[config.mk]
export PLATFORM = sky130hd
export DESIGN_NAME = hav_sqrt_cell
export DESIGN_NICKNAME = d
export VERILOG_FILES = /design/src/design/hav_sqrt_cell.sv
export SDC_FILE = /design/constraint.sdc
export NUM_CORES = 2
export LEC_CHECK = 0
export BUFFER_PORTS_ARGS = -buffer_cell sky130_fd_sc_hd__buf_2
export CAP_MARGIN = 20
export CORE_MARGIN = 1
export CORE_UTILIZATION = 30
export CTS_CLUSTER_SIZE = 20
export DETAILED_ROUTE_END_ITERATION = 6
export PLACE_DENSITY = 0.42
export SETUP_SLACK_MARGIN = 0.4
export SKIP_CTS_REPAIR_TIMING = 1
export SYNTH_ARGS = -nofsm -noshare
export SYNTH_HDL_FRONTEND = slang
export SYNTH_SLANG_ARGS = --single-unit
[constraint.sdc]
create_clock -name clock -period 12.4 [get_ports clock]
set_clock_uncertainty 0.05 [all_clocks]
set_input_delay 1.86 -clock clock [delete_from_list [all_inputs] [get_ports clock]]
set_output_delay 1.86 -clock clock [all_outputs]
set_load 0.1 [all_outputs]
[src/design/hav_sqrt_cell.sv]
// square root cell: decides one result bit per stage
`default_nettype none
module hav_sqrt_cell #(
   parameter int RootBits = 31,
   parameter int Bit = 0,
   parameter int SideWidth = 1
) (
   input  wire logic clock,
   input  wire logic enable,
   input  wire logic [2*RootBits-1:0] n_in,
   input  wire logic [RootBits-1:0] r_in,
   input  wire logic [SideWidth-1:0] side_in,
   output logic [2*RootBits-1:0] n_out,
   output logic [RootBits-1:0] r_out,
   output logic [SideWidth-1:0] side_out
);
   logic [2*RootBits-1:0] n_ff;
   logic [RootBits-1:0] r_ff, t;
   logic [SideWidth-1:0] side_ff;
   logic [2*RootBits-1:0] sq;

   assign t = r_in | (RootBits'(1) << Bit);
   assign sq = t * t;

   always_ff @(posedge clock) begin
      if (enable) begin
         n_ff <= n_in;
         r_ff <= (sq <= n_in) ? t : r_in;
         side_ff <= side_in;
      end
   end

   assign n_out = n_ff;
   assign r_out = r_ff;
   assign side_out = side_ff;
endmodule
`default_nettype wire

==> flow_metrics.py <==
metrics = {
    "routing": {
        "drc_errors": 0,
        "drt_iter0_drc": 1101,
        "antenna_left": 0,
        "drt_pass1_iterations": 5,
        "wire_per_inst_um": 21.0,
        "vias": 21679,
        "wirelength_um": 101000,
        "routed_via_density": 4.52,
    },
    "sta": {
        "max_freq_mhz": 91.8,
        "worst_pin_slew_ns": 1.09,
        "max_slew_margin_pct": 27.4,
        "setup_viol": 0,
        "hold_violations": 0,
        "drv_slew": 0,
        "period_needed_ns": 10.90,
        "hold_ws_ns": 1.55,
        "rsz0062_at_grt": "no",
        "tns_ns": 0,
        "finalCritPeriodShare_pct": 87.9,
    },
    "synthesis": {
        "syn_avg_cell_area_sq_um": 9.73,
        "syn_area_sq_mm": 0.0317,
        "seq_area_frac_synth_pct": 8.91,
        "synth_edf_count": 94,
        "syn_inst": 3255,
        "ys_dominant_reg_cell": "edfxtp_1",
        "ys_top_cells_by_area": "fa_1 (47%), ha_1 (13%), inv_1 (11%)",
        "yosys_warnings": 0,
        "yosysTopAreaCellShare_pct": 47.4,
        "synthesis.nets": 4435,
        "synthDistinctLibCells": 73,
        "synthArstFlopShare_pct": 0,
        "synth_top_cell_by_area": "fa_1",
        "ys_ff_latch": 94,
    },
    "placement": {
        "hpwlAfterDp_um": 82600,
        "place_congestion": 0.862,
        "dpl-instance-area_sq_mm": 0.0342,
        "io_buffers": 189,
    },
    "clock_network": {
        "cts_tree": "yes",
        "htree_levels": 3,
        "clock-sinks": 94,
        "cts_made_buffers": 9,
        "cts_root_buf": "clkbuf_16",
        "clock_path_buffers": 2,
        "cts.clk_slew.worst_paths_ns": 0.10,
    },
    "global_route": {
        "grt_pass1_wl_um": 151000,
        "grt.total_usage_pct": 19.5,
        "grt_max_degree": 49,
        "overflow": 0,
        "grt_pass1_vias": 24185,
        "antenna_found_initial": 6,
    },
    "worst_setup_path": {
        "cp_max_fo": 8,
        "start_kind": "input pin",
        "cp-end-kind": "flip-flop",
        "timing.critical_path.buf_inv": 8,
        "slowest_stage": "clkinv_1",
        "path_common_cell": "fa_1",
        "criticalPathCategory": "in2reg",
        "max_stage_delay_ns": 0.65,
        "critical-path-top-delay-family": "adder cells",
        "worstPathRequired_ns": 12.52,
        "worst-endpoint-arrival_ns": 11.02,
    },
    "finish": {
        "drive_above_1_share_pct": 8.53,
        "stdcell_area_sq_mm": 0.0346,
        "fin_nets": 4587,
        "area_growth_pct": 9.16,
    },
    "floorplanning": {
        "fp.dieH_um": 327,
        "placementRows": 118,
        "core_sq_mm": 0.104,
        "dieArea_sq_mm": 0.107,
        "start_util_pct": 30.4,
        "io_pins": 190,
        "die_w_um": 327,
    },
    "worst_hold_path": {
        "hold_path.class": "in2reg",
        "hold_depth": 1,
        "min_to": "n_out[59]",
        "worstHoldStart": "n_in[59]",
    },
    "outcome": {
        "status": "complete, no violations",
    },
    "run": {
        "drv_cap": 0,
    },
}
==> kinds of logic after synthesis <==
family	count (synthesis)	share of synthesized area, %
buffers and inverters	1079	13.2
adder cells (fa/ha/maj)	1084	60.6
XOR/XNOR	79	2.19
flip-flops	94	8.91
AO/OA/AOI/OAI	273	5.64
AND/OR/NAND/NOR	643	9.35
multiplexers	3	0.0988
==> state kept, by name, summed over array words and instances (netlist names) <==
name      flops
n_out        62
r_out        31
side_out      1
==> metrics by stage <==
stage	utilization, %	instances	worst slack (ns)
after floorplan	-	3255	2.34
after global placement	32.9	4776	1.04
after detailed placement	32.9	4776	1.08
after CTS	33.2	4792	1.55
after global routing	33.2	4792	1.08
final	33.2	4793	1.50
==> synth_stat cells, types with 3 or more instances <==
| cell | n |
|---|---|
| buf_4 | 5 |
| o31ai_1 | 3 |
| and3_1 | 7 |
| a21oi_1 | 92 |
| o21ai_0 | 42 |
| inv_1 | 963 |
| clkbuf_1 | 75 |
| clkbuf_8 | 4 |
| nand2b_1 | 5 |
| inv_2 | 3 |
| nand2_1 | 292 |
| nand3b_1 | 4 |
| o2111ai_1 | 4 |
| nor2b_1 | 8 |
| buf_1 | 6 |
| a31oi_1 | 16 |
| o21a_1 | 7 |
| o221ai_1 | 3 |
| nor2_1 | 130 |
| nor4_1 | 5 |
| o211ai_1 | 6 |
| xor2_1 | 33 |
| buf_2 | 7 |
| a211oi_1 | 4 |
| or2_2 | 7 |
| nand3_1 | 20 |
| ha_1 | 334 |
| and2_1 | 115 |
| a21o_1 | 51 |
| edfxtp_1 | 94 |
| fa_1 | 750 |
| clkinv_1 | 9 |
| nand4_1 | 28 |
| a31o_2 | 5 |
| a21boi_0 | 5 |
| nor3_1 | 11 |
| o21bai_1 | 11 |
| xnor2_1 | 46 |
==> routing by layer <==
layer  up-vias  global-route usage [%]  part of all wire, %
met5         -                       0                    0
met3        84                    2.39                  3.9
met1     11158                    24.5                   42
met2       453                    35.2                   52
met4         0                    4.74                  2.3
li1       9984                       -                    -
==> worst max-delay path by stage <==
| stage | depth (start not counted) | startpoint | slack, ns | end |
|---|---|---|---|---|
| floorplan | 35 | r_in[4] | 2.34 | r_out[0] |
| global placement | 33 | r_in[25] | 1.04 | r_out[0] |
| detailed placement | 33 | r_in[25] | 1.08 | r_out[0] |
| CTS | 33 | r_in[25] | 1.55 | r_out[0] |
| global route | 33 | r_in[25] | 1.08 | r_out[0] |
| finish | 33 | r_in[25] | 1.50 | r_out[0] |
==> final cells by class <==
| type | instances | area (sq um) |
|---|---|---|
| well taps | 1380 | 1730 |
| fillers | 10935 | 69500 |
| flip-flops and latches | 94 | 2820 |
| clock inverters | 7 | 87.6 |
| inverters | 975 | 3660 |
| multi-input cells | 2082 | 24700 |
| diodes | 1 | 2.50 |
| repair buffers | 245 | 1370 |
| clock buffers | 9 | 225 |
==> placed cells by master, fill, tap and decap left out, types with 5 or more instances in the layout <==
master,netlist,final
inv_1,963,963
fa_1,750,750
ha_1,334,334
nand2_1,292,292
buf_2,7,188
nor2_1,130,130
and2_1,115,115
edfxtp_1,94,94
a21oi_1,92,92
buf_4,5,57
a21o_1,51,51
xnor2_1,46,46
o21ai_0,42,42
xor2_1,33,33
nand4_1,28,28
nand3_1,20,20
a31oi_1,16,16
nor3_1,11,11
o21bai_1,11,11
clkinv_1,9,9
clkbuf_16,0,9
nor2b_1,8,8
o21a_1,7,7
and3_1,7,7
or2_2,7,7
o211ai_1,6,6
nand2b_1,5,5
a31o_2,5,5
a21boi_0,5,5
Power is left out: the tool's default activity adds up to more than one toggle a clock period on the data nets, which glitch-free logic cannot reach.
