[src/design/hav_pkg.sv]
// package: constants, types and functions shared by the haversine distance design
`default_nettype none
package hav_pkg;

   localparam int FracBitsDefault = 30;
   localparam int CordicStagesDefault = 28;
   localparam int AtanEntries = 40;
   localparam int AngleBits = 38;
   localparam logic signed [AngleBits-1:0] TurnUnits = 38'sd36000000000;
   localparam logic signed [AngleBits-1:0] HalfTurn = 38'sd18000000000;
   localparam logic signed [AngleBits-1:0] QuarterTurn = 38'sd9000000000;
   localparam logic [63:0] GainQ62 = 64'd2800459870030031304;
   localparam logic [32:0] ScaleQ64 = 33'd6439128407;
   localparam logic [25:0] DistMax = 26'd67108863;
   localparam logic [23:0] RadiusReset = 24'd3963000;
   localparam logic [0:0] RegSphereRadius = 1'b0;

   typedef logic signed [AngleBits-1:0] angle_type;

   function automatic angle_type atan_entry(input int idx);
      angle_type r;
      r = '0;
      case (idx)
         0: r = 38'sd4500000000;
         1: r = 38'sd2656505118;
         2: r = 38'sd1403624347;
         3: r = 38'sd712501635;
         4: r = 38'sd357633437;
         5: r = 38'sd178991061;
         6: r = 38'sd89517371;
         7: r = 38'sd44761417;
         8: r = 38'sd22381050;
         9: r = 38'sd11190568;
         10: r = 38'sd5595289;
         11: r = 38'sd2797645;
         12: r = 38'sd1398823;
         13: r = 38'sd699411;
         14: r = 38'sd349706;
         15: r = 38'sd174853;
         16: r = 38'sd87426;
         17: r = 38'sd43713;
         18: r = 38'sd21857;
         19: r = 38'sd10928;
         20: r = 38'sd5464;
         21: r = 38'sd2732;
         22: r = 38'sd1366;
         23: r = 38'sd683;
         24: r = 38'sd342;
         25: r = 38'sd171;
         26: r = 38'sd85;
         27: r = 38'sd43;
         28: r = 38'sd21;
         29: r = 38'sd11;
         30: r = 38'sd5;
         31: r = 38'sd3;
         32: r = 38'sd1;
         33: r = 38'sd1;
         default: r = '0;
      endcase
      return r;
   endfunction

endpackage
`default_nettype wire

[src/design/hav_cell.sv]
// cordic cell: one micro-rotation stage, rotation or vectoring mode, with side data
`default_nettype none
module hav_cell #(
   parameter int Width = 34,
   parameter int Shift = 0,
   parameter int SideWidth = 1,
   parameter bit Vectoring = 1'b0
) (
   input  wire logic clock,
   input  wire logic enable,
   input  wire logic signed [Width-1:0] x_in,
   input  wire logic signed [Width-1:0] y_in,
   input  wire hav_pkg::angle_type z_in,
   input  wire logic [SideWidth-1:0] side_in,
   output logic signed [Width-1:0] x_out,
   output logic signed [Width-1:0] y_out,
   output hav_pkg::angle_type z_out,
   output logic [SideWidth-1:0] side_out
);
   import hav_pkg::*;

   logic signed [Width-1:0] x_ff, y_ff, x_in_n, y_in_n, dx, dy;
   angle_type z_ff, z_in_n, step;
   logic [SideWidth-1:0] side_ff;
   logic up;

   assign dx = x_in >>> Shift;
   assign dy = y_in >>> Shift;
   assign step = atan_entry(Shift);
   assign up = Vectoring ? (y_in >= 0) : (z_in >= 0);

   always_comb begin
      if (up != Vectoring) begin
         x_in_n = x_in - dy;
         y_in_n = y_in + dx;
      end else begin
         x_in_n = x_in + dy;
         y_in_n = y_in - dx;
      end
      if (up) z_in_n = Vectoring ? z_in + step : z_in - step;
      else z_in_n = Vectoring ? z_in - step : z_in + step;
   end

   always_ff @(posedge clock) begin
      if (enable) begin
         x_ff <= x_in_n;
         y_ff <= y_in_n;
         z_ff <= z_in_n;
         side_ff <= side_in;
      end
   end

   assign x_out = x_ff;
   assign y_out = y_ff;
   assign z_out = z_ff;
   assign side_out = side_ff;
endmodule
`default_nettype wire

[config.mk]
export PLATFORM = sky130hd
export DESIGN_NAME = hav_cell
export DESIGN_NICKNAME = d
export VERILOG_FILES = /design/src/design/hav_pkg.sv /design/src/design/hav_cell.sv
export SDC_FILE = /design/constraint.sdc
export NUM_CORES = 1
export LEC_CHECK = 0
export BUFFER_PORTS_ARGS = -buffer_cell sky130_fd_sc_hd__buf_4
export CAP_MARGIN = 30
export CORE_MARGIN = 4
export CORE_UTILIZATION = 57
export DETAILED_ROUTE_END_ITERATION = 10
export PLACE_DENSITY = 0.83
export SYNTH_ARGS = -nofsm -noshare
export SYNTH_HDL_FRONTEND = slang
export SYNTH_SLANG_ARGS = --single-unit
[constraint.sdc]
create_clock -name clock -period 5.48 [get_ports clock]
set_input_delay 0.822 -clock clock [delete_from_list [all_inputs] [get_ports clock]]
set_output_delay 0.822 -clock clock [all_outputs]
set_load 0.02 [all_outputs]
==> results of run 1 <==
[state kept, by name (all words and copies together), names as in the netlist]
name      count
z_out        38
x_out        34
y_out        33
side_out      1
[metal layers]
layer  track usage (%)  vias to the layer above  share of wire [%]
met1              43.3                     4691                 42
met5                 0                        -                  0
met2              48.7                      575                 45
met4              11.8                        0                3.7
li1                  -                     4741                  -
met3              5.16                       77                 10
[synthesized netlist by cell type, types with 13 or more instances]
| cell type | instances | share of area, % |
|---|---|---|
| a211oi_1 | 15 | 1.1 |
| clkbuf_1 | 31 | 1.1 |
| nor4_1 | 13 | 0.78 |
| nor3_1 | 22 | 1.1 |
| o21ai_0 | 93 | 4.5 |
| mux2i_1 | 13 | 1.2 |
| o21a_1 | 20 | 1.4 |
| nand3_1 | 20 | 0.96 |
| xnor2_1 | 70 | 5.9 |
| nand4_1 | 15 | 0.90 |
| nand2_1 | 49 | 1.8 |
| xor2_1 | 18 | 1.5 |
| o21bai_1 | 19 | 1.4 |
| inv_1 | 113 | 4.1 |
| nor2b_1 | 13 | 0.78 |
| a21oi_1 | 133 | 6.4 |
| a21o_1 | 30 | 2.2 |
| edfxtp_1 | 106 | 31 |
| ha_1 | 128 | 15 |
| nor2_1 | 115 | 4.1 |
[worst paths after layout]
| path | start | to | slack (ns) |
|---|---|---|---|
| worst min-delay path | side_in | side_out$_DFFE_PP_ | 0.65 |
| worst max-delay path | z_in[34] | z_out[37]$_DFFE_PP_ | 0.73 |
[through the flow]
step	cells	util (%)	power, mW	area (sq um)	hold WS (ns)
after floorplan	1207	-	1.96	10400	0.921
after global placement	1607	67.7	2.47	12200	1.00
after CTS	1623	69.4	3.18	12500	0.637
after detailed placement	1607	67.7	2.49	12200	1.00
final	1624	69.6	3.19	12500	0.646
after global routing	1624	69.6	3.34	12500	0.640
[logic make-up after synthesis]
logic type      synth area share [%]
simple gates                    14.0
flops                           30.5
fa+ha+maj                       16.1
xor+xnor                        7.39
compound gates                  24.7
buf+inv                         6.12
mux                             1.25
[power by group]
| group | internal [mW] | leakage (nW) | switching [mW] |
|---|---|---|---|
| combinational | 0.543 | 4.38 | 0.845 |
| clock | 0.402 | 0.147 | 0.289 |
| sequential | 1.07 | 1.04 | 0.0435 |
| total | 2.01 | 5.57 | 1.18 |
[area by class of cell]
| class | count | area [sq um] |
|---|---|---|
| repair buffers | 220 | 1670 |
| fillers | 1483 | 5460 |
| clock buffers | 12 | 236 |
| well taps | 229 | 287 |
| clock inverters | 4 | 76.3 |
| multi-input cells | 938 | 6620 |
| flip-flops and latches | 106 | 3180 |
| inverters | 115 | 432 |
==> summary.md, run 1 <==
| Metric | Value |
|---|---|
| Outcome | completed |
| Share of post-route cells with drive strength above 1 | a little under a fifth |
| Max Clk Rate | 210 MHz |
| Worst path bufs/invs | 2 |
| TritonRoute pass-1 iters | 5 |
| Min cycle time layout | ~4.8 ns |
| Avg Synthesized Cell Area | 8.64 sq um |
| Worst VDD drop | roughly 0.17 mV |
| Setup tns final | 0 ns |
| First DRT Iteration DRCs | 1091 |
| Max-cap violations | 0 |
| Port-buffer cells | ~220 |
| GRT overflow | 0 |
| Clock Tree Buf Depth | 2 |
| Synth Cell Area | around 10000 sq um |
| DRC viols | 0 |
| Synth cell types | 76 |
| Initial Util | ~58% |
| Number of global-route vias before repair | 9529 |
| Worst slew pin tran | around 0.81 ns |
| Slew margin rel. | around 45% |
| Via count | 10100 |
| Syn_nets | ~1400 |
| Inserted Clock Buffers | 9 |
| RePlAce Congestion | around 1 |
| Crit path kind | primary input to flip-flop |
| Async set-or-reset flop fraction in the synthesized netlist | 0% |
| Slowest stage delay, CP | approximately 0.47 ns |
| Initial antenna violation count | 0 |
| CP Launch Type | primary input |
| First-pass GRT wire length | around 50000 um |
| DP Worst Slack | about 0.51 ns |
| Crit end category | flip-flop |
| Total Routed Length | approximately 33000 um |
| Post-CTS sizing | 0 |
| Die Outline Area | just over 20000 sq um |
| Syn Inst Count | 1207 |
| Critical Path Stages | 17 |
| Clock Root Buffer | clkbuf_16 |
| Rows | 49 |
| DIE HEIGHT | between 100 and 150 um |
| CP Max Fanout | 29 |
| Register area share after synthesis | 30.5% |
| Core area | about 18000 sq um |
| WL per Instance | about 20 um |
| Pins over their slew limit | 0 |
| CP max-delay cell | nor4_1 |
| Finish-stage setup viols | 0 |
| Via density | ~6.2 |
| Largest net degree at the start of global routing | 75 |
| Detail Route Antenna Nets | 0 |
| Cell Pwr Density | 255 nW/um^2 |
| Nets | approximately 1600 |
| Hold Path Class | primary input to flip-flop |
| Yosys reg bits | approximately 110 |
| Syn. warnings | 0 |
| Kind of cell adding the most delay to the critical path | compound AO/OA/AOI/OAI gates |
| RSZ-0062 raised after global routing | false |
| Clk sinks | between 100 and 150 |
| Clock transition at path regs | around 0.07 ns |
| Critical path data required time | ~5.6 ns |
| Die width | 143 um |
| Tcrit/Tclk final | ~87% |
| Data arrival time of the critical path | between 4 and 5 ns |
| # hold bufs at CTS | 0 |
| Setup ws final | approximately 0.73 ns |
| Hold Violations, Final | 0 |
| Hold path depth | 1 |
| Most frequent cells in the layout | 219 x buf_4, 133 x a21oi_1, 128 x ha_1 |
| HPWL after detailed placement | roughly 26000 um |
| Ant. Diodes | 0 |
| Crit-path cells | buf_4 > nor4_1 > nand4_1 > nor3_1 > nand2b_2 > buf_4 > ha_1 > a211oi_1 > o21ai_0 > a211oi_1 > o211a_1 > o211ai_1 > a21oi_1 > o21ai_0 > a221oi_1 > o21bai_1 > xor2_1 |
| CTS tree | built |
| Commonest non-fill, non-tap cell in the layout | buf_4 |
| # Post-CTS Setup Buffers | 0 |
| Total GRT Usage | between 30 and 40% |
| Number of synthesized flops with an enable pin | between 100 and 150 |
| Layout area overhead | 19.8% |
| IO Count | around 220 |
| Main synth FF type | edfxtp_1 |
| H-tree level count | 3 |
| Leak | approximately 5.6 nW |
(Power assumes the default switching activity.)
==> inputs of run 2 (changes only) <==
Settings changed: MAX_ROUTING_LAYER from default to met4.
==> run 2 against run 1 <==
Sequential share of layout area hardly changed. Hold slack better by 0.00075 ns. Combinational power about the same. Die area did not move. Clock power increased by 4.1%. Count of clock-buffer cells in the layout shrank 3. Routed wire length decreased by 0.31%. Sequential power about the same. First-iteration DRC count decreased by 1.1%. Worst setup slack gained 0.075 ns. Critical path type unchanged.
==> summary.md, run 2 (synthesis gave the netlist of run 1 again) <==
| Metric | Value |
|---|---|
| CP Max Fanout | 29 (unchanged) |
| H-tree level count | 3 (unchanged) |
| Worst VDD drop | 0.168 mV (was 0.171 mV) |
| Hold Path Class | primary input to flip-flop (unchanged) |
| Crit-path cells | buf_4 > nor4_1 > nand4_1 > nor3_1 > nand2b_2 > buf_4 > ha_1 > a21oi_1 > o21ai_0 > nand4_1 > o21ai_0 > a2111oi_4 > o311ai_1 > o31a_1 > a21o_1 > a21oi_2 > xor2_1 (was buf_4 > nor4_1 > nand4_1 > nor3_1 > nand2b_2 > buf_4 > ha_1 > a211oi_1 > o21ai_0 > a211oi_1 > o211a_1 > o211ai_1 > a21oi_1 > o21ai_0 > a221oi_1 > o21bai_1 > xor2_1) |
| Total Routed Length | 32800 um (was 32900 um) |
| Layout area overhead | 19.7% (was 19.8%) |
| Pins over their slew limit | 0 (unchanged) |
| Initial Util | 58.1% (unchanged) |
| Critical Path Start | z_in[34] (unchanged) |
| Slowest stage delay, CP | 0.47 ns (about the same) |
| Clock Tree Buf Depth | 2 (unchanged) |
| Nets | 1630 (was 1631) |
| M1 GR Usage | 44.0% (was 43.3%) |
| Hold path depth | 1 (unchanged) |
| Min cycle time layout | 4.68 ns (was 4.75 ns) |
| Clk sinks | 106 (unchanged) |
| CP max-delay cell | nor4_1 (unchanged) |
| Total GRT Usage | 31.3% (was 31.0%) |
| Via density | 6.18 (was 6.21) |
| Clock Root Buffer | clkbuf_16 (unchanged) |
| Leak | 5.57 nW (about the same) |
| Inserted Clock Buffers | 9 (unchanged) |
| GRT overflow | 0 (unchanged) |
| Max-cap violations | 0 (unchanged) |
| Crit end category | flip-flop (unchanged) |
| Critical path data required time | 5.58 ns (about the same) |
| Slew margin rel. | 37.0% (was 45.1%) |
| TritonRoute pass-1 iters | 5 (unchanged) |
| Share of post-route cells with drive strength above 1 | 18.5% (was 18.4%) |
| IO Count | 216 (unchanged) |
| Internal power | 2.01 mW (about the same) |
| DRC viols | 0 (unchanged) |
| Comb power frac | 42.9% (was 43.5%) |
| CTS tree | built (unchanged) |
| Die Outline Area | 20500 sq um (unchanged) |
| Setup tns final | 0 ns (unchanged) |
| Most frequent cells in the layout | 219 x buf_4, 133 x a21oi_1, 128 x ha_1 (unchanged) |
| Worst slew pin tran | 0.932 ns (was 0.813 ns) |
| Ant. Diodes | 0 (unchanged) |
| Sw frac | 37.2% (was 36.9%) |
| Rows | 49 (unchanged) |
| Initial antenna violation count | 0 (unchanged) |
| Setup ws final | 0.801 ns (was 0.726 ns) |
| Commonest non-fill, non-tap cell in the layout | buf_4 (unchanged) |
| RePlAce Congestion | 0.999 (was 1.01) |
| Tcrit/Tclk final | 85.4% (was 86.8%) |
| # hold bufs at CTS | 0 (unchanged) |
| # Post-CTS Setup Buffers | 0 (unchanged) |
| Via count | 10000 (was 10100) |
| CP Launch Type | primary input (unchanged) |
| First DRT Iteration DRCs | 1079 (was 1091) |
| DP Worst Slack | 0.498 ns (was 0.513 ns) |
| Port-buffer cells | 215 (unchanged) |
| Data arrival time of the critical path | 4.78 ns (was 4.86 ns) |
| WL per Instance | 20.2 um (was 20.3 um) |
| Sequential Power Share | 34.7% (was 34.8%) |
| Clock power share | 22.4% (was 21.7%) |
| Final core utilization | 69.5% (was 69.6%) |
| Net Sw Power | 1.19 mW (was 1.18 mW) |
| Number of flip-flops in the largest register | 38 (unchanged) |
| GRT met3 Usage | 3.39% (was 5.16%) |
| Beginning of the worst hold path | side_in (unchanged) |
| DIE HEIGHT | 143 um (unchanged) |
| Core area | 18000 sq um (unchanged) |
| Cell Pwr Density | 257 nW/um^2 (was 255 nW/um^2) |
| Detail Route Antenna Nets | 0 (unchanged) |
| HPWL after detailed placement | 26200 um (was 26300 um) |
| Die width | 143 um (unchanged) |
| RSZ-0062 raised after global routing | false (unchanged) |
| Finish-stage setup viols | 0 (unchanged) |
| Post-CTS sizing | 0 (unchanged) |
| Outcome | completed (unchanged) |
| Number of global-route vias before repair | 9195 (was 9529) |
| Clock transition at path regs | 0.07 ns (about the same) |
| Largest net degree at the start of global routing | 69 (was 75) |
| WHS Endpoint | side_out$_DFFE_PP_ (unchanged) |
| Max Clk Rate | 214 MHz (was 210 MHz) |
| Hold Violations, Final | 0 (unchanged) |
| First-pass GRT wire length | 49800 um (was 50500 um) |
| Layer with the highest usage | met2 (unchanged) |
| Design Power | 3.21 mW (was 3.19 mW) |
| Crit path kind | primary input to flip-flop (unchanged) |
| Global routing usage on met2 | 48.8% (was 48.7%) |
[run 2: stage by stage]
| step | area [sq um] | hold slack (ns) | instances |
|---|---|---|---|
| floorplan | 10400 | 0.921 | 1207 |
| global placement | 12200 | 1.00 | 1607 |
| detailed placement | 12200 | 1.01 | 1607 |
| CTS | 12500 | 0.636 | 1623 |
| global route | 12500 | 0.638 | 1623 |
| finish | 12500 | 0.647 | 1623 |
[run 2: layer usage]
metal	wire, um	up-vias	share of wire [%]
li1	-	4734	-
met5	0	-	0
met4	790	0	2.4
met1	13900	4643	42
met3	3120	60	9.5
met2	15000	592	46
[run 2: layout make-up]
type	instances	area (sq um)
sequential	106	3180
clock inverter	7	101
clock buffer	9	225
tap	229	287
inverter	115	432
multi-input combinational	938	6620
fill	1445	5480
timing repair buffer	219	1640
[run 2: worst max path at each step]
stage | endpoint | slack [ns] | cells after the start
6_report | z_out[36]$_DFFE_PP_ | 0.80 | 17
5_1_grt | z_out[37]$_DFFE_PP_ | 0.48 | 17
4_1_cts | z_out[36]$_DFFE_PP_ | 0.85 | 17
3_5_place_dp | z_out[37]$_DFFE_PP_ | 0.50 | 17
3_3_place_gp | z_out[37]$_DFFE_PP_ | 0.62 | 17
2_1_floorplan | z_out[36]$_DFFE_PP_ | 0.47 | 21
[run 2: worst max-delay path, delay by kind of cell]
kind / cells / cell delay (ns)
AOI/OAI and AO/OA: 8 / 1.82
xor gates and xnor gates: 1 / 0.07
adders and majority gates: 1 / 0.37
buffers and inverters: 2 / 0.45
and+or+nand+nor: 5 / 1.23
[run 2: power by group through the flow]
stage               logic [mW]  registers, mW  clock network [mW]
finish                    1.38           1.11               0.719
global route              1.47           1.12               0.761
CTS                       1.36           1.12               0.727
detailed placement        1.35           1.13                   0
global placement          1.34           1.13                   0
floorplan                0.675           1.29                   0
==> inputs of run 3 (changes only) <==
Settings changed: CORE_UTILIZATION 57 to 44, PLACE_DENSITY 0.83 to 0.66.
==> run 3 against run 2 <==
Hold slack is essentially flat. Final cell count grew 5.6%. Sequential share of layout area shrank 0.26 points. Critical path type unchanged. Largest power group unchanged. Total power shrank 1.3%. First-iteration DRC count shrank 24%. Global-route usage shrank 7.1 points. Maximum frequency is essentially flat. Non-clock buffer count grew 2.
==> summary.md, run 3 (synthesis gave the netlist of run 1 again) <==
| Metric | Value |
|---|---|
| Net Sw Power | 1.16 mW (was 1.19 mW) |
| HPWL after detailed placement | 26300 um (was 26200 um) |
| Dpl cells | 1698 (was 1607) |
| Slowest stage delay, CP | 0.61 ns (was 0.47 ns) |
| Fin cells | 1714 (was 1623) |
| WL per Instance | 18.9 um (was 20.2 um) |
| Clock Tree Buf Depth | 2 (unchanged) |
| Comb power frac | 43.1% (was 42.9%) |
| Worst path bufs/invs | 3 (was 2) |
| Most frequent cells in the layout | 220 x buf_4, 133 x a21oi_1, 128 x ha_1 (was 219 x buf_4, 133 x a21oi_1, 128 x ha_1) |
| Core area | 23400 sq um (was 18000 sq um) |
| Total Routed Length | 32400 um (was 32800 um) |
| Outcome | completed (unchanged) |
| Max Clk Rate | 214 MHz (about the same) |
| DIE HEIGHT | 162 um (was 143 um) |
| H-tree level count | 3 (unchanged) |
| Crit end category | flip-flop (unchanged) |
| Kind of cell adding the most delay to the critical path | compound AO/OA/AOI/OAI gates (unchanged) |
| Min cycle time layout | 4.68 ns (about the same) |
| Commonest non-fill, non-tap cell in the layout | buf_4 (unchanged) |
| Die Outline Area | 26200 sq um (was 20500 sq um) |
| Sw frac | 36.6% (was 37.2%) |
| # hold bufs at CTS | 0 (unchanged) |
| Tcrit/Tclk final | 85.4% (about the same) |
| Clock Root Buffer | clkbuf_16 (unchanged) |
| CP max-delay cell | o311ai_1 (was nor4_1) |
| GRT overflow | 0 (unchanged) |
| Number of global-route vias before repair | 9125 (was 9195) |
| Leak | 5.57 nW (about the same) |
| Detail Route Antenna Nets | 0 (unchanged) |
| # Post-CTS Setup Buffers | 0 (unchanged) |
| Via density | 5.66 (was 6.18) |
| Worst slew pin tran | 0.733 ns (was 0.932 ns) |
| Critical Path Start | z_in[37] (was z_in[34]) |
| Nets | 1632 (was 1630) |
| RePlAce Congestion | 0.964 (was 0.999) |
| Share of post-route cells with drive strength above 1 | 18.6% (was 18.5%) |
| First DRT Iteration DRCs | 815 (was 1079) |
| Crit path kind | primary input to flip-flop (unchanged) |
| Rows | 56 (was 49) |
| Sequential Power Share | 35.1% (was 34.7%) |
| CP Max Fanout | 46 (was 29) |
| Worst VDD drop | 0.177 mV (was 0.168 mV) |
| Initial Util | 44.6% (was 58.1%) |
| Crit-path cells | buf_4 > inv_1 > ha_1 > nor4b_1 > nand4_1 > nor3_1 > nand2b_2 > buf_4 > ha_1 > a21oi_1 > a21boi_0 > o21ai_0 > o311ai_1 > nand2_1 > a311oi_1 > xor2_1 (was buf_4 > nor4_1 > nand4_1 > nor3_1 > nand2b_2 > buf_4 > ha_1 > a21oi_1 > o21ai_0 > nand4_1 > o21ai_0 > a2111oi_4 > o311ai_1 > o31a_1 > a21o_1 > a21oi_2 > xor2_1) |
| Layout area overhead | 20.9% (was 19.7%) |
| Critical path data required time | 5.57 ns (was 5.58 ns) |
| CTS tree | built (unchanged) |
| Die width | 162 um (was 143 um) |
| Max-cap violations | 0 (unchanged) |
| Clock transition at path regs | 0.07 ns (about the same) |
| TritonRoute pass-1 iters | 5 (unchanged) |
| Inserted Clock Buffers | 9 (unchanged) |
| Clock power share | 21.8% (was 22.4%) |
| DRC viols | 0 (unchanged) |
| Clk sinks | 106 (unchanged) |
| Post-CTS sizing | 0 (unchanged) |
| Total GRT Usage | 24.3% (was 31.3%) |
| Cell Pwr Density | 251 nW/um^2 (was 257 nW/um^2) |
| Largest net degree at the start of global routing | 76 (was 69) |
| Internal power | 2.01 mW (about the same) |
| Hold Violations, Final | 0 (unchanged) |
| Finish-stage setup viols | 0 (unchanged) |
| Pins over their slew limit | 0 (unchanged) |
| Hold Path Class | primary input to flip-flop (unchanged) |
| Critical Path Stages | 16 (was 17) |
| CP Launch Type | primary input (unchanged) |
| Ant. Diodes | 0 (unchanged) |
| Design Power | 3.17 mW (was 3.21 mW) |
| Number of flip-flops in the largest register | 38 (unchanged) |
| First-pass GRT wire length | 49500 um (was 49800 um) |
| Slew margin rel. | 50.5% (was 37.0%) |
| Via count | 9704 (was 10000) |
| Data arrival time of the critical path | 4.77 ns (was 4.78 ns) |
| Port-buffer cells | 215 (unchanged) |
| Setup tns final | 0 ns (unchanged) |
| RSZ-0062 raised after global routing | false (unchanged) |
| # fillers | 2280 (was 1445) |
| Initial antenna violation count | 0 (unchanged) |
| Crit path to | z_out[34]$_DFFE_PP_ (was z_out[36]$_DFFE_PP_) |
| IO Count | 216 (unchanged) |
## run 3: through the flow
step	instance area, sq um	setup WS [ns]	hold WS (ns)	utilization [%]
6_report	12600	0.800	0.646	53.9
2_1_floorplan	10400	0.472	0.921	-
5_1_grt	12600	0.394	0.630	53.9
3_3_place_gp	12300	0.564	1.00	52.5
4_1_cts	12600	0.813	0.627	53.8
3_5_place_dp	12300	0.436	1.00	52.5
## run 3: how the worst min path moves through the flow
stage                     slack, ns            endpoint  startpoint  cells after the start
after floorplan                0.92  side_out$_DFFE_PP_     side_in                      0
after global placement         1.00  side_out$_DFFE_PP_     side_in                      1
after detailed placement       1.00  side_out$_DFFE_PP_     side_in                      1
after CTS                      0.63  side_out$_DFFE_PP_     side_in                      1
after global routing           0.63  side_out$_DFFE_PP_     side_in                      1
final                          0.65  side_out$_DFFE_PP_     side_in                      1
## run 3: final cells by class
class	instances	area, sq um	share of cell area (%)
multi-input combinational	938	6620	52.4
sequential	106	3180	25.2
timing repair buffer	221	1680	13.3
inverter	115	432	3.42
tap	319	399	3.16
clock buffer	10	229	1.81
clock inverter	5	80.1	0.635
## run 3: routing by layer
metal	wire length [um]	track usage, %
met1	14700	34.0
met2	15300	39.2
met3	2090	2.39
met4	298	4.19
met5	0	-
## run 3: power groups by stage
| stage | sequential, mW | clock, mW | combinational, mW |
|---|---|---|---|
| global placement | 1.13 | 0 | 1.35 |
| global route | 1.12 | 0.734 | 1.47 |
| finish | 1.11 | 0.690 | 1.37 |
| detailed placement | 1.13 | 0 | 1.35 |
| floorplan | 1.29 | 0 | 0.675 |
| CTS | 1.11 | 0.708 | 1.35 |
